`src/sv/swtm_pkg.sv`:
```
`default_nettype none

package swtm_pkg;

   localparam int unsigned WINDOW_SIZE = 10;
   localparam int unsigned SAMPLE_W    = 32;
   localparam int unsigned SUM_W       = 34;
   localparam int unsigned CNT_W       = 4;

   localparam int unsigned MID_LOW     = 4;
   localparam int unsigned MID_CENTER  = 5;
   localparam int unsigned MID_HIGH    = 6;

   localparam int unsigned QUEUE_DEPTH = 4;
   localparam int unsigned QPTR_W      = 2;
   localparam int unsigned QCNT_W      = 3;

   // divide by three, one hex digit per step
   localparam int unsigned DIVISOR     = 3;
   localparam int unsigned DIGIT_W     = 4;
   localparam int unsigned DIV_W       = 36;
   localparam int unsigned DIV_STEPS   = DIV_W / DIGIT_W;
   localparam int unsigned STEP_W      = 4;
   localparam int unsigned QUOT_W      = SAMPLE_W - DIGIT_W;
   localparam int unsigned PREM_W      = 2;
   localparam int unsigned PART_W      = PREM_W + DIGIT_W;

   typedef struct packed {
      logic [SAMPLE_W-1:0] sample;
      logic                last;
   } entry_type;

   typedef struct packed {
      logic             valid;
      logic [SUM_W-1:0] sum;
   } sum_type;

   // partial remainder and next digit -> {quotient digit, new remainder}
   function automatic logic [PART_W-1:0] div3_digit(input logic [PART_W-1:0] value);
      logic [DIGIT_W-1:0] q;
      logic [PART_W-1:0]  r;
      q = '0;
      for (int k = 1; k < (1 << DIGIT_W); k++) begin
         if (value >= PART_W'(DIVISOR * k)) begin
            q = DIGIT_W'(k);
         end
      end
      r = value - ({2'b00, q} + {1'b0, q, 1'b0});
      return {q, r[PREM_W-1:0]};
   endfunction

endpackage

`default_nettype wire

```
`src/sv/sorted_window_trimmed_mean_unit.sv`:
```
// Flow: the transaction that completes a window of ten gives its result after it passes the
//   queue, sorted insertion, sum capture and 9 hex-digit divide-by-3 steps.
// Throughput: one sample per cycle while the queue is not full; the insertion row takes one
//   sample per cycle unless it holds a full window and the divider is still busy.
// Reset: synchronous, active high; clears counts, queue and valid flags. No clearing pass.
`default_nettype none

module sorted_window_trimmed_mean_unit (
   input  wire logic                              clock,
   input  wire logic                              reset,
   input  wire logic                              req_tvalid,
   output      logic                              req_tready,
   input  wire logic [swtm_pkg::SAMPLE_W-1:0]     req_tdata,   // [31:0] sample
   output      logic                              rsp_tvalid,
   input  wire logic                              rsp_tready,
   output      logic [swtm_pkg::SAMPLE_W-1:0]     rsp_tdata    // [31:0] trimmed_mean
);

   logic                queue_full;
   logic                push;
   swtm_pkg::entry_type push_entry;
   logic                pop;
   logic                head_valid;
   swtm_pkg::entry_type head_entry;
   logic                div_ready;
   swtm_pkg::sum_type   sum_bus;

   swtm_front u_front (
      .clock      (clock),
      .reset      (reset),
      .req_tvalid (req_tvalid),
      .req_tready (req_tready),
      .req_tdata  (req_tdata),
      .queue_full (queue_full),
      .push       (push),
      .push_entry (push_entry)
   );

   swtm_queue u_queue (
      .clock      (clock),
      .reset      (reset),
      .push       (push),
      .push_entry (push_entry),
      .pop        (pop),
      .head_valid (head_valid),
      .head_entry (head_entry),
      .full       (queue_full)
   );

   swtm_sorter u_sorter (
      .clock      (clock),
      .reset      (reset),
      .head_valid (head_valid),
      .head_entry (head_entry),
      .pop        (pop),
      .div_ready  (div_ready),
      .sum_out    (sum_bus)
   );

   swtm_div3 u_div3 (
      .clock      (clock),
      .reset      (reset),
      .sum_in     (sum_bus),
      .ready      (div_ready),
      .rsp_tvalid (rsp_tvalid),
      .rsp_tready (rsp_tready),
      .rsp_tdata  (rsp_tdata)
   );

endmodule

`default_nettype wire

```
`src/sv/swtm_front.sv`:
```
`default_nettype none

module swtm_front (
   input  wire logic                                clock,
   input  wire logic                                reset,
   input  wire logic                                req_tvalid,
   output      logic                                req_tready,
   input  wire logic [swtm_pkg::SAMPLE_W-1:0]       req_tdata,
   input  wire logic                                queue_full,
   output      logic                                push,
   output      swtm_pkg::entry_type                 push_entry
);

   logic [swtm_pkg::CNT_W-1:0] fill_ff;
   logic [swtm_pkg::CNT_W-1:0] fill_in;
   logic                       closes_window;

   assign req_tready    = !queue_full;
   assign push          = req_tvalid && req_tready;
   assign closes_window = (fill_ff == swtm_pkg::CNT_W'(swtm_pkg::WINDOW_SIZE - 1));

   assign push_entry.sample = req_tdata;
   assign push_entry.last   = closes_window;

   always_comb begin
      fill_in = fill_ff;
      if (push) begin
         fill_in = closes_window ? '0 : fill_ff + 1'b1;
      end
   end

   always_ff @(posedge clock) begin
      if (reset) begin
         fill_ff <= '0;
      end else begin
         fill_ff <= fill_in;
      end
   end

`ifndef SYNTHESIS
   a_fill_range: assert property (@(posedge clock) disable iff (reset)
      fill_ff < swtm_pkg::CNT_W'(swtm_pkg::WINDOW_SIZE))
      else $error("window fill count out of range");
`endif

endmodule

`default_nettype wire

```
`src/sv/swtm_queue.sv`:
```
`default_nettype none

module swtm_queue (
   input  wire logic                  clock,
   input  wire logic                  reset,
   input  wire logic                  push,
   input  wire swtm_pkg::entry_type   push_entry,
   input  wire logic                  pop,
   output      logic                  head_valid,
   output      swtm_pkg::entry_type   head_entry,
   output      logic                  full
);

   swtm_pkg::entry_type slot_ff [swtm_pkg::QUEUE_DEPTH];

   logic [swtm_pkg::QPTR_W-1:0] wr_ptr_ff, wr_ptr_in;
   logic [swtm_pkg::QPTR_W-1:0] rd_ptr_ff, rd_ptr_in;
   logic [swtm_pkg::QCNT_W-1:0] count_ff, count_in;

   assign head_valid = (count_ff != '0);
   assign full       = (count_ff == swtm_pkg::QCNT_W'(swtm_pkg::QUEUE_DEPTH));
   assign head_entry = slot_ff[rd_ptr_ff];

   always_comb begin
      wr_ptr_in = push ? wr_ptr_ff + 1'b1 : wr_ptr_ff;
      rd_ptr_in = pop  ? rd_ptr_ff + 1'b1 : rd_ptr_ff;
      count_in  = count_ff;
      if (push && !pop) begin
         count_in = count_ff + 1'b1;
      end else if (pop && !push) begin
         count_in = count_ff - 1'b1;
      end
   end

   always_ff @(posedge clock) begin
      if (push) begin
         slot_ff[wr_ptr_ff] <= push_entry;
      end
   end

   always_ff @(posedge clock) begin
      if (reset) begin
         wr_ptr_ff <= '0;
         rd_ptr_ff <= '0;
         count_ff  <= '0;
      end else begin
         wr_ptr_ff <= wr_ptr_in;
         rd_ptr_ff <= rd_ptr_in;
         count_ff  <= count_in;
      end
   end

`ifndef SYNTHESIS
   a_no_underflow: assert property (@(posedge clock) disable iff (reset)
      pop |-> head_valid)
      else $error("pop from empty queue");
`endif

endmodule

`default_nettype wire

```
`src/sv/swtm_sorter.sv`:
```
`default_nettype none

module swtm_sorter (
   input  wire logic                  clock,
   input  wire logic                  reset,
   input  wire logic                  head_valid,
   input  wire swtm_pkg::entry_type   head_entry,
   output      logic                  pop,
   input  wire logic                  div_ready,
   output      swtm_pkg::sum_type     sum_out
);

   // sorted insertion row; cells at or above the count act as +infinity
   logic [swtm_pkg::SAMPLE_W-1:0] cell_ff [swtm_pkg::WINDOW_SIZE];
   logic [swtm_pkg::SAMPLE_W-1:0] cell_in [swtm_pkg::WINDOW_SIZE];
   logic [swtm_pkg::WINDOW_SIZE-1:0] greater;

   logic [swtm_pkg::CNT_W-1:0] count_ff, count_in, base_count;
   logic                       full_ff, full_in;
   logic                       handoff;
   logic [swtm_pkg::SAMPLE_W-1:0] v;

   assign handoff    = full_ff && div_ready;
   assign pop        = head_valid && (!full_ff || div_ready);
   assign base_count = full_ff ? '0 : count_ff;
   assign v          = head_entry.sample;

   always_comb begin
      for (int i = 0; i < swtm_pkg::WINDOW_SIZE; i++) begin
         greater[i] = (swtm_pkg::CNT_W'(i) >= base_count) || (cell_ff[i] > v);
      end
      for (int i = 0; i < swtm_pkg::WINDOW_SIZE; i++) begin
         cell_in[i] = cell_ff[i];
         if (greater[i]) begin
            if (i > 0 && greater[(i > 0) ? i - 1 : 0]) begin
               cell_in[i] = cell_ff[(i > 0) ? i - 1 : 0];
            end else begin
               cell_in[i] = v;
            end
         end
      end
   end

   always_comb begin
      count_in = count_ff;
      full_in  = full_ff;
      if (pop) begin
         count_in = base_count + 1'b1;
         full_in  = head_entry.last;
      end else if (handoff) begin
         count_in = '0;
         full_in  = 1'b0;
      end
   end

   assign sum_out.valid = handoff;
   assign sum_out.sum   = swtm_pkg::SUM_W'(cell_ff[swtm_pkg::MID_LOW])
                        + swtm_pkg::SUM_W'(cell_ff[swtm_pkg::MID_CENTER])
                        + swtm_pkg::SUM_W'(cell_ff[swtm_pkg::MID_HIGH]);

   always_ff @(posedge clock) begin
      if (pop) begin
         for (int i = 0; i < swtm_pkg::WINDOW_SIZE; i++) begin
            cell_ff[i] <= cell_in[i];
         end
      end
   end

   always_ff @(posedge clock) begin
      if (reset) begin
         count_ff <= '0;
         full_ff  <= 1'b0;
      end else begin
         count_ff <= count_in;
         full_ff  <= full_in;
      end
   end

`ifndef SYNTHESIS
   a_full_count: assert property (@(posedge clock) disable iff (reset)
      full_ff |-> count_ff == swtm_pkg::CNT_W'(swtm_pkg::WINDOW_SIZE))
      else $error("row marked full with wrong count");
   a_mid_sorted: assert property (@(posedge clock) disable iff (reset)
      full_ff |-> (cell_ff[swtm_pkg::MID_LOW] <= cell_ff[swtm_pkg::MID_CENTER])
               && (cell_ff[swtm_pkg::MID_CENTER] <= cell_ff[swtm_pkg::MID_HIGH]))
      else $error("middle cells not in order");
`endif

endmodule

`default_nettype wire

```
`src/sv/swtm_div3.sv`:
```
`default_nettype none

module swtm_div3 (
   input  wire logic                            clock,
   input  wire logic                            reset,
   input  wire swtm_pkg::sum_type               sum_in,
   output      logic                            ready,
   output      logic                            rsp_tvalid,
   input  wire logic                            rsp_tready,
   output      logic [swtm_pkg::SAMPLE_W-1:0]   rsp_tdata
);

   logic [swtm_pkg::DIV_W-1:0]    dividend_ff, dividend_in;
   logic [swtm_pkg::PREM_W-1:0]   rem_ff, rem_in;
   logic [swtm_pkg::QUOT_W-1:0]   quot_ff, quot_in;
   logic [swtm_pkg::STEP_W-1:0]   step_ff, step_in;
   logic                          busy_ff, busy_in;
   logic                          rsp_valid_ff, rsp_valid_in;
   logic [swtm_pkg::SAMPLE_W-1:0] rsp_data_ff, rsp_data_in;

   logic [swtm_pkg::PART_W-1:0]   digit;
   logic [swtm_pkg::DIGIT_W-1:0]  qd;
   logic                          last_step, out_free, advance;

   assign ready      = !busy_ff;
   assign rsp_tvalid = rsp_valid_ff;
   assign rsp_tdata  = rsp_data_ff;

   assign digit = swtm_pkg::div3_digit({rem_ff,
                     dividend_ff[swtm_pkg::DIV_W-1 -: swtm_pkg::DIGIT_W]});
   assign qd        = digit[swtm_pkg::PART_W-1 -: swtm_pkg::DIGIT_W];
   assign last_step = (step_ff == swtm_pkg::STEP_W'(swtm_pkg::DIV_STEPS - 1));
   assign out_free  = !rsp_valid_ff || rsp_tready;
   assign advance   = busy_ff && (!last_step || out_free);

   always_comb begin
      dividend_in  = dividend_ff;
      rem_in       = rem_ff;
      quot_in      = quot_ff;
      step_in      = step_ff;
      busy_in      = busy_ff;
      rsp_valid_in = rsp_valid_ff && !rsp_tready;
      rsp_data_in  = rsp_data_ff;
      if (sum_in.valid) begin
         dividend_in = swtm_pkg::DIV_W'(sum_in.sum);
         rem_in      = '0;
         step_in     = '0;
         busy_in     = 1'b1;
      end else if (advance) begin
         dividend_in = dividend_ff << swtm_pkg::DIGIT_W;
         rem_in      = digit[swtm_pkg::PREM_W-1:0];
         quot_in     = {quot_ff[swtm_pkg::QUOT_W-swtm_pkg::DIGIT_W-1:0], qd};
         step_in     = step_ff + 1'b1;
         if (last_step) begin
            busy_in      = 1'b0;
            rsp_valid_in = 1'b1;
            rsp_data_in  = {quot_ff, qd};
         end
      end
   end

   always_ff @(posedge clock) begin
      dividend_ff <= dividend_in;
      rem_ff      <= rem_in;
      quot_ff     <= quot_in;
      rsp_data_ff <= rsp_data_in;
   end

   always_ff @(posedge clock) begin
      if (reset) begin
         step_ff      <= '0;
         busy_ff      <= 1'b0;
         rsp_valid_ff <= 1'b0;
      end else begin
         step_ff      <= step_in;
         busy_ff      <= busy_in;
         rsp_valid_ff <= rsp_valid_in;
      end
   end

`ifndef SYNTHESIS
   a_load_when_idle: assert property (@(posedge clock) disable iff (reset)
      sum_in.valid |-> !busy_ff)
      else $error("sum handed over while divider busy");
   a_step_range: assert property (@(posedge clock) disable iff (reset)
      busy_ff |-> step_ff < swtm_pkg::STEP_W'(swtm_pkg::DIV_STEPS))
      else $error("divider step out of range");
`endif

endmodule

`default_nettype wire

```
`config.mk`:
```
export PLATFORM = sky130hd
export DESIGN_NAME = sorted_window_trimmed_mean_unit
export DESIGN_NICKNAME = d
export VERILOG_FILES = /design/src/sv/swtm_pkg.sv /design/src/sv/sorted_window_trimmed_mean_unit.sv /design/src/sv/swtm_front.sv /design/src/sv/swtm_queue.sv /design/src/sv/swtm_sorter.sv /design/src/sv/swtm_div3.sv
export SDC_FILE = /design/constraint.sdc
export NUM_CORES = 1
export LEC_CHECK = 0
export BUFFER_PORTS_ARGS = -buffer_cell sky130_fd_sc_hd__buf_2
export CAP_MARGIN = 10
export CORE_MARGIN = 3
export CORE_UTILIZATION = 40
export CTS_BUF_LIST = sky130_fd_sc_hd__clkbuf_16
export CTS_CLUSTER_SIZE = 20
export DETAILED_ROUTE_END_ITERATION = 8
export GPL_ROUTABILITY_DRIVEN = 0
export HOLD_SLACK_MARGIN = 0.15
export PLACE_DENSITY = 0.66
export SYNTH_ARGS = -nofsm -noshare
export SYNTH_HDL_FRONTEND = slang
export SYNTH_SLANG_ARGS = --single-unit
```
`constraint.sdc`:
```
create_clock -name clock -period 7.81 [get_ports clock]
set_input_delay 0.781 -clock clock [delete_from_list [all_inputs] [get_ports clock]]
set_output_delay 0.781 -clock clock [all_outputs]
set_load 0.1 [all_outputs]
```
## After elaboration in Yosys (flattened, before gate mapping)

Memories as Yosys holds them, arrays and structs flattened. A register that Yosys moved wholly into a read port is not among the register bits.
Index checks and enable logic that the tools add are counted.

| word-level totals | value |
|---|---|
| register bits after elaboration | 120 |
| bits in writable memories | 452 |
| input port bits | 36 |
| output and inout bits | 34 |
| word-level logic and storage cells | 159 |
| memories | 2 |

Memories:

| name | words | bits a word | rd ports | clocked after memory_dff | wr ports | RTL line | source |
|---|---|---|---|---|---|---|---|
| u_sorter.cell_ff | 10 | 32 | 10 | 0 | 10 | swtm_sorter.sv:14 | `logic [swtm_pkg::SAMPLE_W-1:0] cell_ff [swtm_pkg::WINDOW_SIZE];` |
| u_queue.slot_ff | 4 | 33 | 1 | 1 | 1 | swtm_queue.sv:14 | `swtm_pkg::entry_type slot_ff [swtm_pkg::QUEUE_DEPTH];` |

| operators by class | value |
|---|---|
| add/subtract/negate cells | 11 |
| $lt $le $gt $ge | 35 |
| equal/unequal tests | 3 |
| muxes and demuxes | 56 |
| bitwise gates (word level) | 1 |
| reduce and logical (&&, ||, !) cells | 37 |

Operator list:

| cell | count |
|---|---|
| $mux W32 | 19 |
| $gt A32 B32 Y1 | 10 |
| $mux W4 | 18 |
| $mux W34 | 2 |
| $add A34 B32 Y34 | 1 |
| $add A32 B32 Y33 | 1 |
| $ge A6 B5 Y1 const B | 5 |
| $ge A6 B6 Y1 const B | 5 |
| $ge A6 B4 Y1 const B | 3 |
| $ge A3 B4 Y1 const A | 4 |
| $logic_or A1 B1 Y1 | 13 |
| $mux W1 | 13 |
| $add A4 B1 Y4 const B | 3 |
| $eq A4 B4 Y1 const B | 2 |
| $ge A1 B4 Y1 const A | 2 |
| $ge A2 B4 Y1 const A | 2 |
| $ge A4 B4 Y1 const A | 2 |
| $logic_not A1 Y1 | 8 |
| $reduce_bool A2 Y1 | 4 |
| $logic_and A1 B1 Y1 | 7 |
| $ge A6 B2 Y1 const B | 1 |
| $ge A6 B3 Y1 const B | 1 |
| $mux W3 | 2 |
| $add A2 B1 Y2 const B | 2 |
| other kinds (11) | 13 |

## Depth between registers and ports, before layout

Gate-level depths: netlist (run 1).

| depth | value |
|---|---|
| depth after elaboration | 18 |
| gate-level depth with buffers | 21 |
| gate-level depth less buffers | 21 |

## Hierarchy

A second synthesis (run 1) with hierarchy kept.

| unflattened totals | value |
|---|---|
| cells, all modules | 2,078 |
| area total of the unflattened synthesis | 27,478.9 um2 |

By module, submodules not included:

| module | instances | cells each | area an instance (um2) | seq. area each (um2) |
|---|---|---|---|---|
| swtm_sorter | 1 | 1,551 | 17,704.5 | 6,826.5 |
| swtm_queue | 1 | 217 | 5,238.8 | 4,144.0 |
| swtm_div3 | 1 | 255 | 4,078.9 | 3,022.9 |
| swtm_front | 1 | 55 | 456.7 | 80.1 |

## Worst setup path before layout (run 1)

OpenSTA, ideal clock, no wires.

| timing | value |
|---|---|
| path kind | flip-flop to flip-flop |
| from | reg with a tool-made name |
| to | mem u_sorter.cell_ff[0][0] (netlist name), enable pin |
| setup time | 0.421 ns |
| arrival time | 4.437 ns |
| required time | 7.389 ns |
| path slack | 2.952 ns |
| stages on the path, launching flop included | 15 |
| path buffers | 3 |
| clock period less this slack | 4.858 ns |
| cells stage by stage | dfxtp_1 -> clkbuf_1 -> buf_2 -> mux4_2 -> inv_1 -> ha_1 -> nand4_1 -> nor4_1 -> nand4_1 -> a221oi_1 -> nor2_1 -> nand4_1 -> a22oi_2 -> buf_6 -> nor2_1 |

RTL lines:

| item | RTL line |
|---|---|
| end: declaration | swtm_sorter.sv:14 |

==> results of run 1 <==
metrics by stage:
stage	hold slack (ns)	instance area, um2	cells
after global placement	0.4076	28030	2935
after CTS	0.3523	29850	3033
final	0.3828	29850	3033
after floorplan	0.4003	26690	2032
after detailed placement	0.4066	28030	2935
after global routing	0.3742	29850	3033
critical path, delay by kind of cell, from the launching register on:
family	cells	cell delay [ns]
AO/OA/AOI/OAI	3	0.91
adder cells (fa/ha/maj)	1	0.21
buffers and inverters	2	0.71
flip-flops	1	0.71
multiplexers	2	1.09
AND/OR/NAND/NOR	4	1.51
cell type report:
cell class,instances,area share [%]
inverter,67,0.8424
sequential,478,47.15
clock buffer,53,4.443
clock inverter,45,1.647
timing repair buffer,89,1.660
tap,864,3.621
multi-input combinational,1437,40.64
Yosys cell counts, drive strengths merged (10+ instances only):
master,instances
dfxtp,28
o211ai,15
o21ai,110
and3,10
a21o,65
clkbuf,28
xnor2,32
nor3,34
a21oi,131
nor2,91
buf,22
mux2,193
ha,299
inv,67
nand4,60
xor2,29
nand3,18
or3,10
o21a,24
nand2,108
nand2b,13
a211oi,23
edfxtp,450
mux4,33
nor2b,27
state kept, by name, indices dropped and copies added, names as in the netlist, named ones only:
| register | count |
|---|---|
| u_queue.wr_ptr_ff | 2 |
| u_div3.dividend_ff | 36 |
| u_queue.count_ff | 3 |
| u_front.fill_ff | 4 |
| u_div3.busy_ff | 1 |
| u_sorter.count_ff | 4 |
| u_queue.rd_ptr_ff | 2 |
| u_div3.quot_ff | 28 |
| u_queue.slot_ff | 132 |
| u_div3.rsp_tvalid | 1 |
| u_div3.rem_ff | 2 |
| u_div3.rsp_tdata | 32 |
| u_sorter.cell_ff | 224 |
| u_div3.step_ff | 4 |
| u_sorter.full_ff | 1 |
path summary, 6_finish.rpt:
check	startpoint	to	cells past startpoint
max	flop	u_sorter.cell_ff[3][26]$_DFFE_PP_	12
min	req_tdata[12]	u_queue.slot_ff[1][13]$_DFFE_PP_	1
max reg2reg	flop	u_sorter.cell_ff[3][26]$_DFFE_PP_	12
min reg2reg	u_div3.quot_ff[27]$_DFFE_PP_	u_div3.rsp_tdata[31]$_DFFE_PP_	0
layer usage:
layer	GRT usage, %	routed length, um	vias to the layer above
li1	-	-	8113
met1	21.24	25950	8257
met2	28.54	28060	392
met3	2.198	2435	127
met4	7.746	2642	0
met5	0	0	-
kinds of logic (layout without fill, tap and decap cells):
family	count (synthesis)	in the layout	share of synthesized area (%)
AOI/OAI and AO/OA	437	437	10.43
xor gates and xnor gates	61	61	2.002
adders and majority gates	302	302	14.24
buffers and inverters	117	254	1.969
DFF	478	478	52.73
muxes	231	231	11.11
and+or+nand+nor	406	406	7.515
==> results.yml, run 1 <==
status:
  outcome: "finished, final reports clean"
global_routing:
  grt_start_max_net_pins: 63
  grt_overflow: 0
  grt_pass1_wl_um: 93830
  antenna_found_initial: 0
  grt_pass1_vias: 17630
  grt_usage_pct: 16.73
min_path:
  hold_class: "input pin to flop"
die:
  rows: 94
  start_util_pct: 40.45
  io_pins: 70
  dieArea_um2: 69860
  die_h_um: 264.3
  die_w_um: 264.3
  fp.coreArea_um2: 65980
layout:
  most-common-layout-cells: "450 x edfxtp_1, 299 x ha_1, 190 x mux2_2"
  antennaDiodeCount: 0
  mostFrequentLayoutCell: "edfxtp_1"
  fillers: 5813
  layout.nets: 2464
  post-route-util_pct: 45.24
  syn_to_final_growth_pct: 11.85
  final-seq-area_um2: 14070
  drive_gt1_share_pct: 19.55
  multi_input_area_um2: 12130
logic_synthesis:
  synth_top_area_cell: "edfxtp_1"
  seq_area_frac_synth_pct: 52.73
  yosysWarnings: 0
  synth_edf_count: 450
  syn_inst: 2032
  syn_area_um2: 26690
  ys.flop_type: "edfxtp_1"
  synthesis.nets: 2370
  synth.top_cell.area_share_pct: 50.63
  ys_seq_elements: 478
  synth_cell_types: 74
  synthArstFlopShare_pct: 0
  synth_area_per_cell_um2: 13.14
  synth_area_leaders: "edfxtp_1 51%, ha_1 14%, mux2_2 8.0%"
placement:
  hpwl_um: 43900
  pre_cts_ws_ns: 2.272
  io_buffers: 69
timing:
  fin_worst_skew_ns: 0.01330
  hold_violations: 0
  fin_ws_ns: 2.377
  slew_violations: 0
  worst_pin_slew_ns: 1.129
  setup_violations: 0
  fmax_mhz: 184.1
  rsz0062_at_grt: "false"
  min_period_ns: 5.433
  min_period_over_period_pct: 69.57
  slew_headroom_pct: 24.59
  fin_tns_setup_ns: 0
clock_tree:
  path_clk_slew_ns: 0.06
  tritoncts: "built"
  cts_resized: 0
  clock_latency_ns: 0.61
  postCtsSetupBuffers: 0
  cts_root_buf: "clkbuf_16"
  cts.sinks: 478
  htree_levels: 2
  cts_buffers: 53
  clk_path_buf_depth: 3
  ctsHoldBuffers: 0
critical_path:
  cp_max_fo: 22
  max_stage_delay_ns: 0.72
  critPathLaunchType: "flop"
  crit_path_top_delay_cell: "nor4_1"
  cp.arrival_ns: 5.79
  regToRegSetupSlack_ns: 2.38
  cp_data_required_time_ns: 8.17
  crit_type: "flop to flop"
  path_cells: "mux4_2 > inv_1 > ha_1 > nand4_1 > nor4_1 > nand4_1 > a21oi_1 > a21oi_1 > and4b_1 > o21ai_2 > buf_4 > mux2_2"
  endpoint_kind: "flop"
routing:
  antenna_left: 0
  vias: 16890
  routedWlPerCell_um: 19.48
  vias_per_cell: 5.568
  drt-pass1-iter-count: 7
  drcViolationCount: 0
  drtIter0Drc: 1103
  wirelength_um: 59080
job:
  max-cap-violations: 0
Power of run 1 is not shown: default switching activity piles up to over one toggle a cycle in this logic, so the estimate is an artifact.
==> run 2: changes to the inputs <==
==> constraint.sdc (replaced) <==
create_clock -name clock -period 5.1 [get_ports clock]
set_input_delay 0.51 -clock clock [delete_from_list [all_inputs] [get_ports clock]]
set_output_delay 0.51 -clock clock [all_outputs]
set_load 0.1 [all_outputs]
==> results.yml, run 2 (synthesized netlist as in run 1, its figures left out) <==
timing:
  setup_violations: 0
  fin_tns_setup_ns: 0
  fin_worst_skew_ns: 0.02095
  worst_pin_slew_ns: 1.078
  slew_headroom_pct: 28.16
  min_period_over_period_pct: 95.04
  min_period_ns: 4.847
  hold_violations: 0
  slew_violations: 0
  fin_ws_ns: 0.2530
  fmax_mhz: 206.3
die:
  die_w_um: 264.3
  start_util_pct: 40.45
  io_pins: 70
  fp.coreArea_um2: 65980
  dieArea_um2: 69860
  rows: 94
  die_h_um: 264.3
clock_tree:
  path_clk_slew_ns: 0.06
  cts.sinks: 478
  cts_root_buf: "clkbuf_16"
  cts_buffers: 53
  htree_levels: 2
  clk_path_buf_depth: 3
  clock_latency_ns: 0.62
  tritoncts: "built"
global_routing:
  grt_pass1_wl_um: 93210
  antenna_found_initial: 0
  grt_usage_pct: 16.53
  grt_pass1_vias: 17800
  grt_overflow: 0
  grt_start_max_net_pins: 63
layout:
  drive_gt1_share_pct: 21.69
  top_register: "u_sorter.cell_ff"
  layout.nets: 2547
  syn_to_final_growth_pct: 15.40
  largestRegisters: "u_sorter.cell_ff x224, u_queue.slot_ff x132, u_div3.dividend_ff x36"
  most-common-layout-cells: "450 x edfxtp_1, 299 x ha_1, 190 x mux2_2"
  antennaDiodeCount: 0
  fillers: 5701
  mostFrequentLayoutCell: "edfxtp_1"
  post-route-util_pct: 46.68
  largest_reg_flops: 224
routing:
  wirelength_um: 58360
  routedWlPerCell_um: 18.72
  vias_per_cell: 5.523
  antenna_left: 0
  drcViolationCount: 0
  drtIter0Drc: 997
  drt-pass1-iter-count: 5
  vias: 17220
placement:
  io_buffers: 69
  hpwl_um: 43750
  pre_cts_ws_ns: 0.06339
status:
  outcome: "finished, final reports clean"
critical_path:
  crit_path_top_delay_cell: "edfxtp_1"
  max_stage_delay_ns: 0.42
  cp.arrival_ns: 5.17
  endpoint_kind: "flop"
  crit_type: "flop to flop"
  path_cells: "ha_1 > fa_2 > a211oi_2 > o21ai_2 > o21ai_1 > a21boi_1 > a21oi_1 > nor2_1 > a21o_1 > a21oi_1 > xnor2_1 > ha_1 > buf_4 > nand2_1 > a32o_1 > or3_1 > a31oi_2 > nor3_1 > o21bai_1 > a311oi_1 > xnor2_1 > o21ai_1"
  cp_data_required_time_ns: 5.42
  cp_max_fo: 3
  critPathLaunchType: "flop"
min_path:
  hold_class: "input pin to flop"
job:
  max-cap-violations: 0
[run 2: cell types whose count changed in the layout (fill, tap and decap cells not counted), moves of 3 or more]
cell	delta
inv_6	+3
clkinv_2	+4
buf_12	+12
dlygate4sd3_1	+32
clkinv_1	-3
buf_4	+39
[run 2: worst max-delay path: cells and delay by family (launching register included)]
kind            cells  cell delay, ns
simple gates        4            0.59
compound gates     12            2.17
buf+inv             1            0.13
flops               1            0.42
fa+ha+maj           3            0.98
xor+xnor            2            0.25
[run 2: stage by stage]
step           cell area, um2  hold slack (ns)  instances
5_1_grt                 30800           0.2336       3118
3_5_place_dp            28560           0.4063       2985
4_1_cts                 30750           0.2027       3117
2_1_floorplan           26690           0.4003       2032
6_report                30800           0.2449       3118
3_3_place_gp            28560           0.4069       2985
[run 2: metal layers]
metal  vias up  wire length, um  global-route usage, %
li1       8266                -                      -
met1      8506            26810                  22.04
met2       357            27670                  28.04
met3        92             2202                  2.161
met4         0             1666                  5.409
met5         -                0                      0
[run 2: cell type report]
class | instances | area, um2 | area share, %
clock inverters | 47 | 546.8 | 1.775
multi-input cells | 1437 | 12170 | 39.52
clock buffers | 53 | 1326 | 4.306
inverters | 67 | 251.5 | 0.8165
flip-flops and latches | 478 | 14070 | 45.69
well taps | 864 | 1081 | 3.510
repair buffers | 172 | 1349 | 4.379
[run 2: final timing paths]
path | cells after the start | start | endpoint | slack (ns)
worst max-delay path | 22 | u_sorter.cell_ff[5][0]$_DFFE_PP_ | u_div3.dividend_ff[32]$_DFFE_PP_ | 0.25
worst min-delay path | 3 | rsp_tready | u_div3.rsp_tvalid$_SDFF_PP0_ | 0.24
worst max register to register | 22 | u_sorter.cell_ff[5][0]$_DFFE_PP_ | u_div3.dividend_ff[32]$_DFFE_PP_ | 0.25
worst min register to register | 0 | u_div3.quot_ff[26]$_DFFE_PP_ | u_div3.rsp_tdata[30]$_DFFE_PP_ | 0.42
[run 2: repair_timing]
action | 4_1_cts | 5_1_grt
setup buffers | 0 | 1
hold endpoints to repair | 128 | 0
gates resized for setup | 0 | 11
hold buffers | 32 | 0
setup endpoints to repair | 0 | 11
Power of run 2 is left out for the same reason.
==> run 3: changes to the inputs <==
--- a/config.mk
+++ b/config.mk
@@ -7,6 +7,7 @@
 export LEC_CHECK = 0
 export BUFFER_PORTS_ARGS = -buffer_cell sky130_fd_sc_hd__buf_2
 export CAP_MARGIN = 10
+export CORE_ASPECT_RATIO = 0.7
 export CORE_MARGIN = 3
 export CORE_UTILIZATION = 40
 export CTS_BUF_LIST = sky130_fd_sc_hd__clkbuf_16
==> results.yml, run 3 (synthesized netlist as in run 1, its figures left out) <==
layout:
  fillers: 5756
  mostFrequentLayoutCell: "edfxtp_1"
  post-route-util_pct: 46.46
  final_cell_count_no_fill: 3103
  largestRegisters: "u_sorter.cell_ff x224, u_queue.slot_ff x132, u_div3.dividend_ff x36"
  drive_gt1_share_pct: 20.38
  stdcell_area_um2: 30380
  top_register: "u_sorter.cell_ff"
  largest_reg_flops: 224
  layout.nets: 2521
  syn_to_final_growth_pct: 13.81
  most-common-layout-cells: "450 x edfxtp_1, 299 x ha_1, 190 x mux2_2"
  antennaDiodeCount: 0
critical_path:
  crit_path_top_delay_cell: "edfxtp_1"
  critPathLaunchType: "flop"
  crit_type: "flop to flop"
  cp-endpoint: "u_div3.dividend_ff[32]$_DFFE_PP_"
  endpoint_kind: "flop"
  max_stage_delay_ns: 0.47
  cp_max_fo: 5
  reg2regPathDepth: 20
  regToRegEndpoint: "u_div3.dividend_ff[32]$_DFFE_PP_"
  cp.arrival_ns: 5.15
  path_cells: "ha_1 > a211o_1 > o211ai_1 > a211oi_2 > buf_4 > o2bb2ai_1 > o22ai_1 > o21ai_0 > a21o_1 > a21oi_1 > xnor2_1 > ha_1 > nand3_1 > or3_1 > a31oi_4 > nor3_2 > o21bai_1 > a311oi_1 > xnor2_1 > o21ai_1"
  cp_data_required_time_ns: 5.39
  r2r_start: "u_sorter.cell_ff[4][1]$_DFFE_PP_"
  regToRegSetupSlack_ns: 0.25
  cp-startpoint: "u_sorter.cell_ff[4][1]$_DFFE_PP_"
routing:
  drcViolationCount: 0
  vias_per_cell: 5.518
  routedWlPerCell_um: 19.45
  drtIter0Drc: 1352
  antenna_left: 0
  wirelength_um: 60340
  vias: 17120
  drt-pass1-iter-count: 5
timing:
  fmax_mhz: 206.1
  min_period_ns: 4.852
  min_period_over_period_pct: 95.14
  slew_headroom_pct: 28.97
  setup_violations: 0
  hold_violations: 0
  slew_violations: 0
  fin_tns_setup_ns: 0
  fin_worst_skew_ns: 0.03329
  worst_pin_slew_ns: 1.065
clock_tree:
  cts_buffers: 48
  path_clk_slew_ns: 0.07
  cts_root_buf: "clkbuf_16"
  clock_latency_ns: 0.61
  cts.sinks: 478
  tritoncts: "built"
  htree_levels: 2
  clk_path_buf_depth: 3
die:
  fp.coreArea_um2: 65390
  io_pins: 70
  die_h_um: 222.1
  dieArea_um2: 69910
  start_util_pct: 40.82
  rows: 78
  die_w_um: 314.7
placement:
  placed_area_um2: 28340
  io_buffers: 69
  dp_cells: 2977
  hpwl_um: 45430
status:
  outcome: "finished, final reports clean"
global_routing:
  grt_start_max_net_pins: 63
  grt_overflow: 0
  grt_pass1_vias: 17120
  antenna_found_initial: 1
  grt_pass1_wl_um: 96130
  grt_usage_pct: 17.20
job:
  max-cap-violations: 0
min_path:
  hold_class: "input pin to flop"
## run 3: cell count changes in the layout (fill, tap and decap cells not counted), sizes merged
cell and delta:
buf -21, bufinv -4, clkbuf -5, clkinv -1
clkinvlp -4, inv +4
## run 3: worst min-delay path by stage
stage	startpoint	end	slack [ns]	depth (start not counted)
5_1_grt	rsp_tready	u_div3.rsp_tvalid$_SDFF_PP0_	0.28	3
2_1_floorplan	u_div3.quot_ff[24]$_DFFE_PP_	u_div3.rsp_tdata[28]$_DFFE_PP_	0.40	0
3_5_place_dp	u_div3.quot_ff[26]$_DFFE_PP_	u_div3.rsp_tdata[30]$_DFFE_PP_	0.41	0
3_3_place_gp	u_div3.quot_ff[26]$_DFFE_PP_	u_div3.rsp_tdata[30]$_DFFE_PP_	0.41	0
6_report	rsp_tready	u_div3.rsp_tvalid$_SDFF_PP0_	0.26	3
4_1_cts	rsp_tready	u_div3.rsp_tvalid$_SDFF_PP0_	0.24	3
## run 3: metrics by stage
| stage | hold WS (ns) | worst slack (ns) |
|---|---|---|
| after floorplan | 0.4003 | 0.2417 |
| after global placement | 0.4057 | -0.03019 |
| after detailed placement | 0.4108 | -0.04253 |
| after CTS | 0.2351 | 0.02683 |
| after global routing | 0.2840 | -0.05206 |
| final | 0.2642 | 0.2478 |
## run 3: per-layer routing
layer	share of wire (%)	track usage, %	up-vias
met5	0	0	-
met4	1.6	3.758	0
met3	5.8	2.672	70
met2	43	25.82	406
met1	49	26.16	8415
li1	-	-	8232
## run 3: critical path: cells and delay by family (launching register included)
kind	cells	cell delay, ns
xor gates and xnor gates	2	0.30
DFF	1	0.47
AOI/OAI and AO/OA	12	2.29
and+or+nand+nor	3	0.61
buffers and inverters	1	0.19
adders and majority gates	2	0.69
## run 3: layout make-up
class	instances	area, um2	share of cell area [%]
clock buffers	48	1201	3.954
well taps	880	1101	3.625
flip-flops and latches	478	14070	46.33
inverters	67	251.5	0.8279
multi-input cells	1437	12230	40.28
repair buffers	151	1129	3.715
clock inverters	42	385.4	1.269
## run 3: timing repair
item,CTS,global route
endpoints found under the hold margin,128,0
pin swaps,0,3
setup endpoints to repair,3,11
buffers inserted,0,4
hold buffers,32,0
resized for setup,1,18
Power of run 3 is left out for the same reason.
